===== src/rtl/shh_pkg.sv =====
// Package: shared types, constants and helper functions of the half-step homing unit.
package shh_pkg;

	// Width of the step, budget and span counters.
	localparam int COUNT_BITS = 16;
	localparam int CFG_BITS   = 16;
	localparam int IDX_BITS   = 2;

	localparam logic [COUNT_BITS-1:0] CNT_MAX = {COUNT_BITS{1'b1}};

	// Register indexes of the configuration port.
	localparam logic [IDX_BITS-1:0] REG_SEARCH_LIMIT  = 2'd0;
	localparam logic [IDX_BITS-1:0] REG_BACKOFF_STEPS = 2'd1;
	localparam logic [IDX_BITS-1:0] REG_LOCKOUT_TICKS = 2'd2;

	// Reset values of the configuration registers.
	localparam logic [15:0] SEARCH_LIMIT_RST  = 16'd10000;
	localparam logic [15:0] BACKOFF_STEPS_RST = 16'd10;
	localparam logic [7:0]  LOCKOUT_TICKS_RST = 8'd10;

	// Item opcodes.
	localparam logic OP_TICK = 1'b0;
	localparam logic OP_HOME = 1'b1;

	// Direction codes, two's complement.
	localparam logic [1:0] DIR_STOP = 2'd0;
	localparam logic [1:0] DIR_FWD  = 2'd1;
	localparam logic [1:0] DIR_REV  = 2'd3;

	// Position marks in degrees.
	localparam logic [7:0] POS_LEFT   = 8'd0;
	localparam logic [7:0] POS_CENTRE = 8'd90;
	localparam logic [7:0] POS_RIGHT  = 8'd180;

	localparam logic [1:0] HITS_MAX = 2'd3;

	typedef struct packed {
		logic [15:0] search_limit;
		logic [15:0] backoff_steps;
		logic [7:0]  lockout_ticks;
	} shh_cfg_t;

	typedef struct packed {
		logic [3:0] coil_pattern;
		logic [7:0] position_deg;
		logic [1:0] hits_seen;
		logic       stepped;
		logic       limit_taken;
	} shh_res_t;

	// Half-step coil drive table.
	function automatic logic [3:0] coil_lookup(input logic [2:0] phase);
		logic [3:0] pat;
		case (phase)
			3'd0:    pat = 4'd8;
			3'd1:    pat = 4'd10;
			3'd2:    pat = 4'd2;
			3'd3:    pat = 4'd6;
			3'd4:    pat = 4'd4;
			3'd5:    pat = 4'd5;
			3'd6:    pat = 4'd1;
			3'd7:    pat = 4'd9;
			default: pat = 4'd0;
		endcase
		return pat;
	endfunction

	// Load a 16-bit register value into a counter, saturating if the counter is narrower.
	function automatic logic [COUNT_BITS-1:0] cnt_load(input logic [15:0] v);
		logic [31:0] ext;
		ext = 32'(v);
		return (ext > 32'(CNT_MAX)) ? CNT_MAX : COUNT_BITS'(ext);
	endfunction

	// Saturating increment.
	function automatic logic [COUNT_BITS-1:0] cnt_inc(input logic [COUNT_BITS-1:0] v);
		return (v == CNT_MAX) ? v : v + 1'b1;
	endfunction

endpackage


===== src/rtl/shh_cmd_if.sv =====
// Interface: command channel carrying ticks and homing requests.
interface shh_cmd_if;
	logic valid;
	logic ready;
	logic op;
	logic limit_left;
	logic limit_right;

	modport source (output valid, output op, output limit_left, output limit_right,
		input ready);
	modport sink (input valid, input op, input limit_left, input limit_right,
		output ready);
endinterface


===== src/rtl/shh_res_if.sv =====
// Interface: result channel carrying coil pattern and homing status.
interface shh_res_if;
	logic       valid;
	logic       ready;
	logic [3:0] coil_pattern;
	logic [7:0] position_deg;
	logic [1:0] hits_seen;
	logic       stepped;
	logic       limit_taken;

	modport source (output valid, output coil_pattern, output position_deg,
		output hits_seen, output stepped, output limit_taken, input ready);
	modport sink (input valid, input coil_pattern, input position_deg,
		input hits_seen, input stepped, input limit_taken, output ready);
endinterface


===== src/rtl/stepper_half_step_homing_unit.sv =====
// Top level: half-step stepper sequencer with limit-switch homing.
// Each transfer on cmd is a timer tick (op 0, with both limit switches) or a
// start-homing request (op 1), and it yields exactly one transfer on res with
// the latched coil pattern, the position mark, the saturating hit count and
// flags for a step taken or a limit hit handled. An item is held in the input
// register and then updates the homing state, writing its result register at
// the same edge. A new item is taken every cycle while the result side does not
// stall; the single state update per item sets that rate.
// The result register decouples the two sides: cmd stays ready while a result
// waits as long as the input register can move on. Write the configuration
// registers (search limit, back-off count, lockout ticks) only while no item
// is in flight.
module stepper_half_step_homing_unit (
	input  logic                         clk,
	input  logic                         arst_n,
	input  logic                         cfg_we,
	input  logic [shh_pkg::IDX_BITS-1:0] cfg_idx,
	input  logic [shh_pkg::CFG_BITS-1:0] cfg_data,
	shh_cmd_if.sink                      cmd,
	shh_res_if.source                    res
);

	shh_pkg::shh_cfg_t cfg;
	shh_pkg::shh_res_t core_res;
	shh_pkg::shh_res_t res_q;

	logic vld_s1;
	logic op_s1, left_s1, right_s1;
	logic res_vld_q;
	logic advance;
	logic fire;

	shh_cfg u_cfg (
		.clk      (clk),
		.arst_n   (arst_n),
		.cfg_we   (cfg_we),
		.cfg_idx  (cfg_idx),
		.cfg_data (cfg_data),
		.cfg      (cfg)
	);

	// Result slot is free when empty or being drained this cycle.
	assign advance   = !res_vld_q || res.ready;
	// Input register hands its item to the state logic.
	assign fire      = vld_s1 && advance;
	assign cmd.ready = !vld_s1 || advance;

	// Input register: hold the item until the state logic takes it.
	always_ff @(posedge clk or negedge arst_n) begin
		if (!arst_n) begin
			vld_s1 <= 1'b0;
		end else if (cmd.ready) begin
			vld_s1 <= cmd.valid;
		end
	end

	always_ff @(posedge clk) begin
		if (cmd.ready && cmd.valid) begin
			op_s1    <= cmd.op;
			left_s1  <= cmd.limit_left;
			right_s1 <= cmd.limit_right;
		end
	end

	shh_core u_core (
		.clk         (clk),
		.arst_n      (arst_n),
		.fire        (fire),
		.op          (op_s1),
		.limit_left  (left_s1),
		.limit_right (right_s1),
		.cfg         (cfg),
		.res         (core_res)
	);

	// Result register: capture on fire, drop on transfer.
	always_ff @(posedge clk or negedge arst_n) begin
		if (!arst_n) begin
			res_vld_q <= 1'b0;
		end else if (advance) begin
			res_vld_q <= fire;
		end
	end

	always_ff @(posedge clk) begin
		if (fire) begin
			res_q <= core_res;
		end
	end

	assign res.valid        = res_vld_q;
	assign res.coil_pattern = res_q.coil_pattern;
	assign res.position_deg = res_q.position_deg;
	assign res.hits_seen    = res_q.hits_seen;
	assign res.stepped      = res_q.stepped;
	assign res.limit_taken  = res_q.limit_taken;

endmodule


===== src/rtl/shh_cfg.sv =====
// Configuration register file of the half-step homing unit.
module shh_cfg (
	input  logic                         clk,
	input  logic                         arst_n,
	input  logic                         cfg_we,
	input  logic [shh_pkg::IDX_BITS-1:0] cfg_idx,
	input  logic [shh_pkg::CFG_BITS-1:0] cfg_data,
	output shh_pkg::shh_cfg_t            cfg
);

	shh_pkg::shh_cfg_t cfg_q;

	always_ff @(posedge clk or negedge arst_n) begin
		if (!arst_n) begin
			cfg_q.search_limit  <= shh_pkg::SEARCH_LIMIT_RST;
			cfg_q.backoff_steps <= shh_pkg::BACKOFF_STEPS_RST;
			cfg_q.lockout_ticks <= shh_pkg::LOCKOUT_TICKS_RST;
		end else if (cfg_we) begin
			case (cfg_idx)
				shh_pkg::REG_SEARCH_LIMIT:  cfg_q.search_limit  <= cfg_data;
				shh_pkg::REG_BACKOFF_STEPS: cfg_q.backoff_steps <= cfg_data;
				shh_pkg::REG_LOCKOUT_TICKS: cfg_q.lockout_ticks <= cfg_data[7:0];
				default: ;
			endcase
		end
	end

	assign cfg = cfg_q;

endmodule


===== src/rtl/shh_core.sv =====
// Homing state and single-pass next-state logic for one item.
module shh_core (
	input  logic              clk,
	input  logic              arst_n,
	input  logic              fire,
	input  logic              op,
	input  logic              limit_left,
	input  logic              limit_right,
	input  shh_pkg::shh_cfg_t cfg,
	output shh_pkg::shh_res_t res
);

	logic [2:0]                     phase_q, phase_d;
	logic [1:0]                     dir_q, dir_d;
	logic [shh_pkg::COUNT_BITS-1:0] steps_q, steps_d;
	logic [shh_pkg::COUNT_BITS-1:0] budget_q, budget_d;
	logic [shh_pkg::COUNT_BITS-1:0] span_q, span_d;
	logic [7:0]                     lockout_q, lockout_d;
	logic [1:0]                     hits_q, hits_d;
	logic [7:0]                     pos_q, pos_d;
	logic [3:0]                     coil_q, coil_d;
	logic                           stepped, taken;
	logic                           active, hit, moving;

	always_comb begin
		phase_d   = phase_q;
		dir_d     = dir_q;
		steps_d   = steps_q;
		budget_d  = budget_q;
		span_d    = span_q;
		lockout_d = lockout_q;
		hits_d    = hits_q;
		pos_d     = pos_q;
		coil_d    = coil_q;
		stepped   = 1'b0;
		taken     = 1'b0;
		active    = (op == shh_pkg::OP_TICK) && (steps_q <= budget_q);
		hit       = (limit_left || limit_right) && (lockout_q == 8'd0);
		moving    = (dir_q == shh_pkg::DIR_FWD) || (dir_q == shh_pkg::DIR_REV);

		if (op == shh_pkg::OP_HOME) begin
			budget_d = shh_pkg::cnt_load(cfg.search_limit);
			dir_d    = shh_pkg::DIR_FWD;
			span_d   = '0;
		end else if (active && hit) begin
			taken     = 1'b1;
			dir_d     = 2'd0 - dir_q;
			steps_d   = '0;
			lockout_d = cfg.lockout_ticks;
			hits_d    = (hits_q == shh_pkg::HITS_MAX) ? hits_q : hits_q + 2'd1;
			if (dir_q == shh_pkg::DIR_FWD) begin
				pos_d = shh_pkg::POS_RIGHT;
			end else if (dir_q == shh_pkg::DIR_REV) begin
				pos_d = shh_pkg::POS_LEFT;
			end
			// Budget follows the new hit count: restart search, centre, or back off.
			case (hits_d)
				2'd1: budget_d = shh_pkg::cnt_load(cfg.search_limit);
				2'd2: begin
					budget_d = span_q >> 1;
					pos_d    = shh_pkg::POS_CENTRE;
				end
				default: budget_d = shh_pkg::cnt_load(cfg.backoff_steps);
			endcase
		end else if (active) begin
			stepped = 1'b1;
			if (dir_q == shh_pkg::DIR_FWD) begin
				phase_d = phase_q + 3'd1;
			end else if (dir_q == shh_pkg::DIR_REV) begin
				phase_d = phase_q - 3'd1;
			end
			coil_d = shh_pkg::coil_lookup(phase_d);
			if (moving) begin
				steps_d = shh_pkg::cnt_inc(steps_q);
			end
			if (lockout_q != 8'd0) begin
				lockout_d = lockout_q - 8'd1;
			end
			if (hits_q == 2'd1) begin
				span_d = shh_pkg::cnt_inc(span_q);
			end
		end
	end

	always_ff @(posedge clk or negedge arst_n) begin
		if (!arst_n) begin
			phase_q   <= '0;
			dir_q     <= shh_pkg::DIR_STOP;
			steps_q   <= '0;
			budget_q  <= '0;
			span_q    <= '0;
			lockout_q <= '0;
			hits_q    <= '0;
			pos_q     <= '0;
			coil_q    <= '0;
		end else if (fire) begin
			phase_q   <= phase_d;
			dir_q     <= dir_d;
			steps_q   <= steps_d;
			budget_q  <= budget_d;
			span_q    <= span_d;
			lockout_q <= lockout_d;
			hits_q    <= hits_d;
			pos_q     <= pos_d;
			coil_q    <= coil_d;
		end
	end

	assign res.coil_pattern = coil_d;
	assign res.position_deg = pos_d;
	assign res.hits_seen    = hits_d;
	assign res.stepped      = stepped;
	assign res.limit_taken  = taken;

	a_dir_legal: assert property (@(posedge clk) disable iff (!arst_n)
		dir_q != 2'd2)
		else $error("direction register holds the unused code");

	a_hits_monotonic: assert property (@(posedge clk) disable iff (!arst_n)
		1'b1 |=> hits_q >= $past(hits_q))
		else $error("hit count went down");

	a_lockout_reload: assert property (@(posedge clk) disable iff (!arst_n)
		fire && taken |=> lockout_q == $past(cfg.lockout_ticks) && steps_q == '0)
		else $error("limit hit did not reload lockout and clear steps");

	a_idle_hold: assert property (@(posedge clk) disable iff (!arst_n)
		!fire |=> $stable(phase_q) && $stable(steps_q) && $stable(span_q))
		else $error("state moved without an item");

endmodule


===== src/flat_wrapper.sv =====
// flat-port wrapper written by rule: the top's interface ports become plain ports
module stepper_half_step_homing_unit_flat 
  (clk, arst_n, cfg_we, cfg_idx, cfg_data, cmd_valid, cmd_op, cmd_limit_left, cmd_limit_right, cmd_ready, res_valid, res_coil_pattern, res_position_deg, res_hits_seen, res_stepped, res_limit_taken, res_ready);
  shh_cmd_if cmd_i ();
  shh_res_if res_i ();
  input  logic clk;
  input  logic arst_n;
  input  logic cfg_we;
  input  logic [shh_pkg::IDX_BITS-1:0] cfg_idx;
  input  logic [shh_pkg::CFG_BITS-1:0] cfg_data;
  input wire logic [$bits(cmd_i.valid)-1:0] cmd_valid;
  input wire logic [$bits(cmd_i.op)-1:0] cmd_op;
  input wire logic [$bits(cmd_i.limit_left)-1:0] cmd_limit_left;
  input wire logic [$bits(cmd_i.limit_right)-1:0] cmd_limit_right;
  output wire logic [$bits(cmd_i.ready)-1:0] cmd_ready;
  output wire logic [$bits(res_i.valid)-1:0] res_valid;
  output wire logic [$bits(res_i.coil_pattern)-1:0] res_coil_pattern;
  output wire logic [$bits(res_i.position_deg)-1:0] res_position_deg;
  output wire logic [$bits(res_i.hits_seen)-1:0] res_hits_seen;
  output wire logic [$bits(res_i.stepped)-1:0] res_stepped;
  output wire logic [$bits(res_i.limit_taken)-1:0] res_limit_taken;
  input wire logic [$bits(res_i.ready)-1:0] res_ready;
  assign cmd_i.valid = cmd_valid;
  assign cmd_i.op = cmd_op;
  assign cmd_i.limit_left = cmd_limit_left;
  assign cmd_i.limit_right = cmd_limit_right;
  assign cmd_ready = cmd_i.ready;
  assign res_valid = res_i.valid;
  assign res_coil_pattern = res_i.coil_pattern;
  assign res_position_deg = res_i.position_deg;
  assign res_hits_seen = res_i.hits_seen;
  assign res_stepped = res_i.stepped;
  assign res_limit_taken = res_i.limit_taken;
  assign res_i.ready = res_ready;
  stepper_half_step_homing_unit u_core (.clk(clk), .arst_n(arst_n), .cfg_we(cfg_we), .cfg_idx(cfg_idx), .cfg_data(cfg_data), .cmd(cmd_i), .res(res_i));
endmodule

===== config.mk =====
export PLATFORM = sky130hd
export DESIGN_NAME = stepper_half_step_homing_unit_flat
export DESIGN_NICKNAME = d
export VERILOG_FILES = /design/src/rtl/shh_pkg.sv /design/src/rtl/shh_cmd_if.sv /design/src/rtl/shh_res_if.sv /design/src/rtl/stepper_half_step_homing_unit.sv /design/src/rtl/shh_cfg.sv /design/src/rtl/shh_core.sv /design/src/flat_wrapper.sv
export SDC_FILE = /design/constraint.sdc
export NUM_CORES = 1
export LEC_CHECK = 0
export BUFFER_PORTS_ARGS = -buffer_cell sky130_fd_sc_hd__buf_2
export CAP_MARGIN = 20
export CORE_MARGIN = 5
export CORE_UTILIZATION = 29
export DETAILED_ROUTE_END_ITERATION = 7
export SETUP_SLACK_MARGIN = 0.5
export SYNTH_ARGS = -nofsm -noshare
export SYNTH_HDL_FRONTEND = slang
export SYNTH_SLANG_ARGS = --single-unit

===== constraint.sdc =====
create_clock -name clk -period 3.3 [get_ports clk]
set_input_delay 0.165 -clock clk [delete_from_list [all_inputs] [get_ports clk]]
set_output_delay 0.165 -clock clk [all_outputs]
set_load 0.01 [all_outputs]

==> impl_results.md, run 1 <==
* Worst Path Buf+Inv at 0
* Ys flop type: dfrtp_1
* Fraction of registers with async set/reset at 0.8603
* Fill cells at 2355
* Global routing usage on met3 at 0.03316
* EDFF count, synth at 19
* Top cells by area, synth: dfrtp_1, edfxtp_1, mux2_2
* Synth Cell Area at 6778 um2
* Crit-path slowest cell: or3_1
* Count leader, synth: dfrtp_1
* Share of cells above drive strength 1 at 0.2387
* Leakage at 3.493 nW
* Final antenna-violating net count at 0
* Sequential power share at 0.414
* Row Count at 56
* Total Wirelength at 15.94 mm
* Syn nets at 671
* WP data required at 3610 ps
* Worst slew pin tran at 930.8 ps
* #FFs+latches synth at 136
* Setup ws final at 645.4 ps
* RePlAce Congestion at 0.7947
* Pre-CTS setup slack at 411.9 ps
* Pin count of the biggest net entering global routing at 67
* Initial detailed-routing violation count at 309
* Antenna cell count at 0
* GR Util All Layers at 0.1263
* CTS tree: built
* CTS H-tree depth at 4
* Die area at 26530 um2
* Count of cell types in the netlist at 65
* DR vias/cell at 4.846
* Clock Pin Slew Worst Setup and Hold Paths at 60 ps
* TritonCTS buffer count at 17
* Synth Instances at 621
* Worst hold path type: in2reg
* Wire length per cell at 15.52 um
* DP Area at 7396 um2
* DRC viols at 0
* Max Buffers Root-to-Sink at 2
* Yosys top cell by area: dfrtp_1
* Commonest cells in the netlist: dfrtp_1, nor2_1, mux2_2
* Routing usage on met1 at 0.1769
* Max frequency at 0.3767 GHz
* Setup_tns at 0 ps
* Status: complete, no violations
* Syn Area/Cell at 10.91 um2
* Fin area at 8228 um2
* Tmin final at 2655 ps
* Critical path class: reg2reg
* Startpoint Class: register
* Final Cycle Share at 0.8044
* Sink Count at 136
* Post-synthesis sequential area ratio at 0.5178
* Ports at 44
* Slew headroom at 0.3776
* Core ar. at 23260 um2
* Synth top area share at 0.3987
* First-pass GRT wire length at 26.65 mm
* Vias in the first global route at 4934
* Pre-antenna DRT Iters at 5
* Max Cap Viol at 0
* Final Util at 0.3537
* GRT overflow at 0
* Switching share of power at 0.3090
* RSZ-0062 raised after global routing: true
* Chip height at 162.9 um
* Yosys Warn Count at 0
* Final setup viols at 0
* Root Driver: clkbuf_16
* Met2 global-route usage at 0.1911
* Initial antenna violation count at 0
* Int Power at 3.931 mW
* Layout area overhead at 21.40%
* Worst IR Drop VDD at 0.3109 mV
* Crit end category: register
* GR peak layer: met2
* Final Hold Viols at 0
* Power share of the clock group at 0.348
* Worst Clk Skew at 5.467 ps
* Die X at 162.9 um
* CP Cell Sequence: ha_1, nand4_2, nor4_2, and2b_1, a31oi_4, or3_1, nor2_2, mux2_2
* Via count at 4977
* Initial Utilization at 0.2914
* Worst-skew pair later-pin latency at 420 ps
* IO Port Bufs at 43
* Delay-heaviest family, CP: simple AND/OR/NAND/NOR gates
* Maximum fanout along the worst path at 5
* Final slew viol count at 0
* CP peak stage delay at 460 ps
* Final net count at 745
* Logic pwr share at 0.238
* Arr. time, crit path at 2960 ps
* Pwr Density at 691.4 nW/um2
* Hold WS at 20.58 ps
* Sw Pwr at 1.758 mW
* Hpwl dp at 11.37 mm
## routing by layer
layer / vias to the layer above / part of all wire
met3: 18 / 0.041
met4: 0 / 0.012
li1: 2423 / -
met1: 2424 / 0.49
met2: 112 / 0.45
met5: - / 0
## sequential cells by signal (all words and copies together) (netlist names), 2 cells and up
signal	count
u_core.u_core.steps_q	16
u_core.u_core.budget_q	16
u_core.u_core.lockout_q	8
u_core.res.coil_pattern	4
u_core.u_core.dir_q	2
u_core.u_core.coil_q	4
u_core.u_cfg.cfg	40
u_core.u_core.span_q	16
u_core.res.hits_seen	2
u_core.u_core.pos_q	8
u_core.u_core.hits_q	2
u_core.u_core.phase_q	3
u_core.res.position_deg	8
## logic make-up (layout without fill, tap and decap cells)
logic type / Yosys count / after routing / share of synthesized area
buffers and inverters: 53 / 140 / 0.03267
multiplexers: 70 / 70 / 0.1126
AO/OA/AOI/OAI: 133 / 133 / 0.1279
adder cells (fa/ha/maj): 24 / 24 / 0.04431
flip-flops: 136 / 136 / 0.5178
XOR/XNOR: 16 / 16 / 0.02068
AND/OR/NAND/NOR: 189 / 189 / 0.1440
## power by group through the flow
stage               Sequential [mW]  Combinational (mW)  Clock, mW
detailed placement             2.38                1.32          0
CTS                            2.35                1.35       2.02
floorplan                      2.34               0.949          0
global route                   2.41                1.53       2.10
finish                         2.36                1.35       1.98
global placement               2.37                1.30          0
## cell usage in the layout (no fill, tap or decap), types with 4 or more instances in the layout
master           n
and4_1           4
dfstp_2          9
a21oi_1         39
nand3_1         13
and2_1           6
a21o_1           9
o31ai_1          6
mux2i_1         20
buf_2           42
a22oi_1         16
nor3_1           7
dlygate4sd3_1   14
o21ai_0         31
edfxtp_1        19
mux2_2          49
inv_6            4
nand4_1         17
xor2_1           9
or3_1           15
dfrtp_1        108
nand2_1         37
nand2b_1         6
buf_4           19
xnor2_1          7
nor2_1          54
clkbuf_16       17
inv_1           32
ha_1            24
## stage by stage
step                total power [mW]  instances
floorplan                      3.291        621
global placement               3.673        975
detailed placement             3.706        975
CTS                            5.718       1023
global route                   6.035       1027
finish                         5.689       1027
## final timing paths
path	from	to	slack, ps	cells past startpoint
max	u_core.u_core.steps_q[12]	u_core.u_core.hits_q[0]	650	8
min	cfg_data[0]	u_core.u_cfg.cfg[0]	20	2
max reg2reg	u_core.u_core.steps_q[12]	u_core.u_core.hits_q[0]	650	8
min reg2reg	u_core.u_core.pos_q[5]	u_core.u_core.pos_q[5]	470	1
max in group asynchronous	arst_n	u_core.u_cfg.cfg[32]	2030	3
min in group asynchronous	arst_n	u_core.u_core.phase_q[1]	410	2
## area by class of cell
| class | count | area, um2 | area share |
|---|---|---|---|
| Clock buffer | 18 | 439.2 | 0.05338 |
| Clock inverter | 14 | 168.9 | 0.02053 |
| Inverter | 32 | 120.1 | 0.01460 |
| Multi-Input combinational cell | 432 | 3087 | 0.3752 |
| Sequential cell | 136 | 3510 | 0.4266 |
| Tap cell | 319 | 399.1 | 0.04851 |
| Timing Repair Buffer | 76 | 504.2 | 0.06128 |
## worst reg2reg max path, cell delays in order, from the launching register on
cell,delay [ps]
dfrtp_1,450
ha_1,330
nand4_2,170
nor4_2,330
and2b_1,220
a31oi_4,80
or3_1,460
nor2_2,170
mux2_2,350
## repair_timing
item | CTS | global route
setup endpoints to repair | 22 | 43
gates resized for setup | 2 | 6
hold endpoints to repair | 78 | 0
hold buffers | 14 | 0
setup buffers | 2 | 4
pin swaps | 1 | 2
Power figures use the tool's default switching activity.
==> run 2, diff against run 1 <==
==> constraint.sdc (replaced) <==
create_clock -name clk -period 2.65 [get_ports clk]
set_input_delay 0.1325 -clock clk [delete_from_list [all_inputs] [get_ports clk]]
set_output_delay 0.1325 -clock clk [all_outputs]
set_load 0.01 [all_outputs]
==> run 2 against run 1 <==
Cell count is 6.2% higher. Clock skew is 6.2 ps higher. Sequential share of layout area is 4.4 points lower. Global-route usage is 0.69 points higher.
==> impl_results.md, run 2 (same netlist as run 1, synthesis figures left out) <==
* Status: complete, no violations (unchanged)
* Worst hold path type: in2reg (unchanged)
* Worst Path Buf+Inv at 2 (was 0)
* Row Count at 56 (unchanged)
* Die X at 162.9 um (unchanged)
* Crit end category: register (unchanged)
* Pre-antenna DRT Iters at 5 (unchanged)
* Pre-CTS setup slack at -65.93 ps (was 411.9 ps)
* Core ar. at 23260 um2 (unchanged)
* Startpoint Class: register (unchanged)
* Critical path class: reg2reg (unchanged)
* Maximum fanout along the worst path at 8 (was 5)
* Sink Count at 136 (unchanged)
* Antenna cell count at 0 (unchanged)
* First-pass GRT wire length at 28.26 mm (was 26.65 mm)
* WP data required at 2940 ps (was 3610 ps)
* Pin count of the biggest net entering global routing at 52 (was 67)
* Worst Clk Skew at 11.64 ps (was 5.467 ps)
* Worst slew pin tran at 928.0 ps (was 930.8 ps)
* Hold WS at 12.13 ps (was 20.58 ps)
* Pwr Density at 810.2 nW/um2 (was 691.4 nW/um2)
* Worst Hold End: u_core.u_cfg.cfg[3] (was u_core.u_cfg.cfg[0])
* GR Util All Layers at 0.1332 (was 0.1263)
* Final slew viol count at 0 (unchanged)
* Leakage at 3.888 nW (was 3.493 nW)
* Max frequency at 0.3881 GHz (was 0.3767 GHz)
* Clock Pin Slew Worst Setup and Hold Paths at 60 ps (about the same)
* Final Hold Viols at 0 (unchanged)
* Final Cycle Share at 0.9723 (was 0.8044)
* Setup ws final at 73.41 ps (was 645.4 ps)
* Slew headroom at 0.3800 (was 0.3776)
* Root Driver: clkbuf_16 (unchanged)
* RePlAce Congestion at 0.8512 (was 0.7947)
* Hpwl dp at 11.87 mm (was 11.37 mm)
* CTS tree: built (unchanged)
* Vias in the first global route at 5359 (was 4934)
* TritonCTS buffer count at 17 (unchanged)
* Initial Utilization at 0.2914 (unchanged)
* GRT overflow at 0 (unchanged)
* Wire length per cell at 16.07 um (was 15.52 um)
* Most frequent cells in the layout: dfrtp_1, buf_4, nor2_1 (was dfrtp_1, nor2_1, mux2_2)
* FF-to-FF End: u_core.u_core.budget_q[10] (was u_core.u_core.hits_q[0])
* Non-filler cells, final at 1091 (was 1027)
* Placed Cells at 1008 (was 975)
* Initial detailed-routing violation count at 316 (was 309)
* Delay-heaviest family, CP: compound AO/OA/AOI/OAI gates (was simple AND/OR/NAND/NOR gates)
* Max Buffers Root-to-Sink at 2 (unchanged)
* Hold Path Stages at 2 (unchanged)
* Worst reg2reg setup slack at 70 ps (was 650 ps)
* Worst IR Drop VDD at 0.4533 mV (was 0.3109 mV)
* Worst-skew pair later-pin latency at 430 ps (was 420 ps)
* Fin area at 9171 um2 (was 8228 um2)
* CP Cell Sequence: ha_4, nor2b_4, o211ai_1, a2111o_1, a31oi_4, buf_6, nor2_4, o21a_4, buf_12, mux2i_1 (was ha_1, nand4_2, nor4_2, and2b_1, a31oi_4, or3_1, nor2_2, mux2_2)
* DR vias/cell at 4.880 (was 4.846)
* Worst reg2reg startpoint: u_core.u_core.steps_q[1] (was u_core.u_core.steps_q[12])
* Final antenna-violating net count at 0 (unchanged)
* Total Wirelength at 17.54 mm (was 15.94 mm)
* CTS H-tree depth at 4 (unchanged)
* Max FFs per register at 40 (unchanged)
* Setup_tns at 0 ps (unchanged)
* Final net count at 809 (was 745)
* Tmin final at 2577 ps (was 2655 ps)
* CP peak stage delay at 500 ps (was 460 ps)
* Arr. time, crit path at 2860 ps (was 2960 ps)
* Hold_sp: cfg_data[3] (was cfg_data[0])
* RSZ-0062 raised after global routing: true (unchanged)
* Via count at 5324 (was 4977)
* DRC viols at 0 (unchanged)
* DP Area at 7731 um2 (was 7396 um2)
* Chip height at 162.9 um (unchanged)
* Crit-path slowest cell: a2111o_1 (was or3_1)
* Max Cap Viol at 0 (unchanged)
* Reg2Reg Depth at 10 (was 8)
* Die area at 26530 um2 (unchanged)
* Layout area overhead at 35.31% (was 21.40%)
* Final setup viols at 0 (unchanged)
* Commonest non-fill, non-tap cell in the layout: dfrtp_1 (unchanged)
* IO Port Bufs at 43 (unchanged)
* Initial antenna violation count at 0 (unchanged)
* Share of cells above drive strength 1 at 0.3588 (was 0.2387)
* Ports at 44 (unchanged)
run 2: changes by cell type in the layout (fill, tap and decap cells not counted), moves of 9 or more:
| cell | change |
|---|---|
| buf_6 | +13 |
| a21oi_1 | -9 |
| a21oi_2 | +9 |
| buf_4 | +43 |
run 2: report_power, final:
part | total (mW) | internal (mW) | switching, mW
clock network | 2.40 | 1.41 | 0.994
logic | 2.11 | 1.01 | 1.10
registers | 2.92 | 2.64 | 0.284
total | 7.43 | 5.05 | 2.38
run 2: how the worst max path moves through the flow:
stage,from,end,slack [ps],cells after the start
finish,u_core.u_core.steps_q[1],u_core.u_core.budget_q[10],70,10
detailed placement,u_core.u_core.steps_q[15],u_core.u_core.lockout_q[0],-70,8
global route,u_core.u_core.steps_q[1],u_core.u_core.coil_q[1],-2,9
global placement,u_core.u_core.steps_q[1],u_core.res.position_deg[4],40,10
CTS,u_core.u_core.steps_q[1],u_core.u_core.budget_q[10],110,10
floorplan,u_core.u_core.steps_q[1],u_core.u_core.budget_q[0],240,9
run 2: repair_timing:
action                     CTS  global route
setup buffers               20            11
gates cloned                 1             2
gates resized for setup     45            37
hold endpoints to repair    72             2
setup endpoints to repair   90            90
hold buffers                16             1
pin swaps                   27            25
run 2: final cells by class:
class / instances / area (um2)
fill: 2278 / 14090
sequential: 136 / 3510
multi-input combinational: 434 / 3486
timing repair buffer: 138 / 1069
clock buffer: 18 / 429.2
tap: 319 / 399.1
clock inverter: 14 / 158.9
inverter: 32 / 120.1
run 2: metal layers:
layer / global-route usage / up-vias / routed length [um]
li1: - / 2538 / -
met1: 0.1802 / 2679 / 8293
met2: 0.2140 / 90 / 8442
met3: 0.03214 / 17 / 585
met4: 0.03698 / 0 / 216
met5: 0 / - / 0
run 2: worst reg2reg max path, stage by stage (launching register included):
cell	delay [ps]
dfrtp_1	410
ha_4	280
nor2b_4	120
o211ai_1	120
a2111o_1	500
a31oi_4	270
buf_6	150
nor2_4	40
o21a_4	280
buf_12	150
mux2i_1	130
run 2: metrics by stage:
| stage | util | total power [mW] |
|---|---|---|
| after floorplan | - | 4.125 |
| after global placement | 0.3323 | 4.684 |
| after detailed placement | 0.3323 | 4.734 |
| after CTS | 0.3804 | 7.262 |
| after global routing | 0.3943 | 7.885 |
| final | 0.3943 | 7.431 |
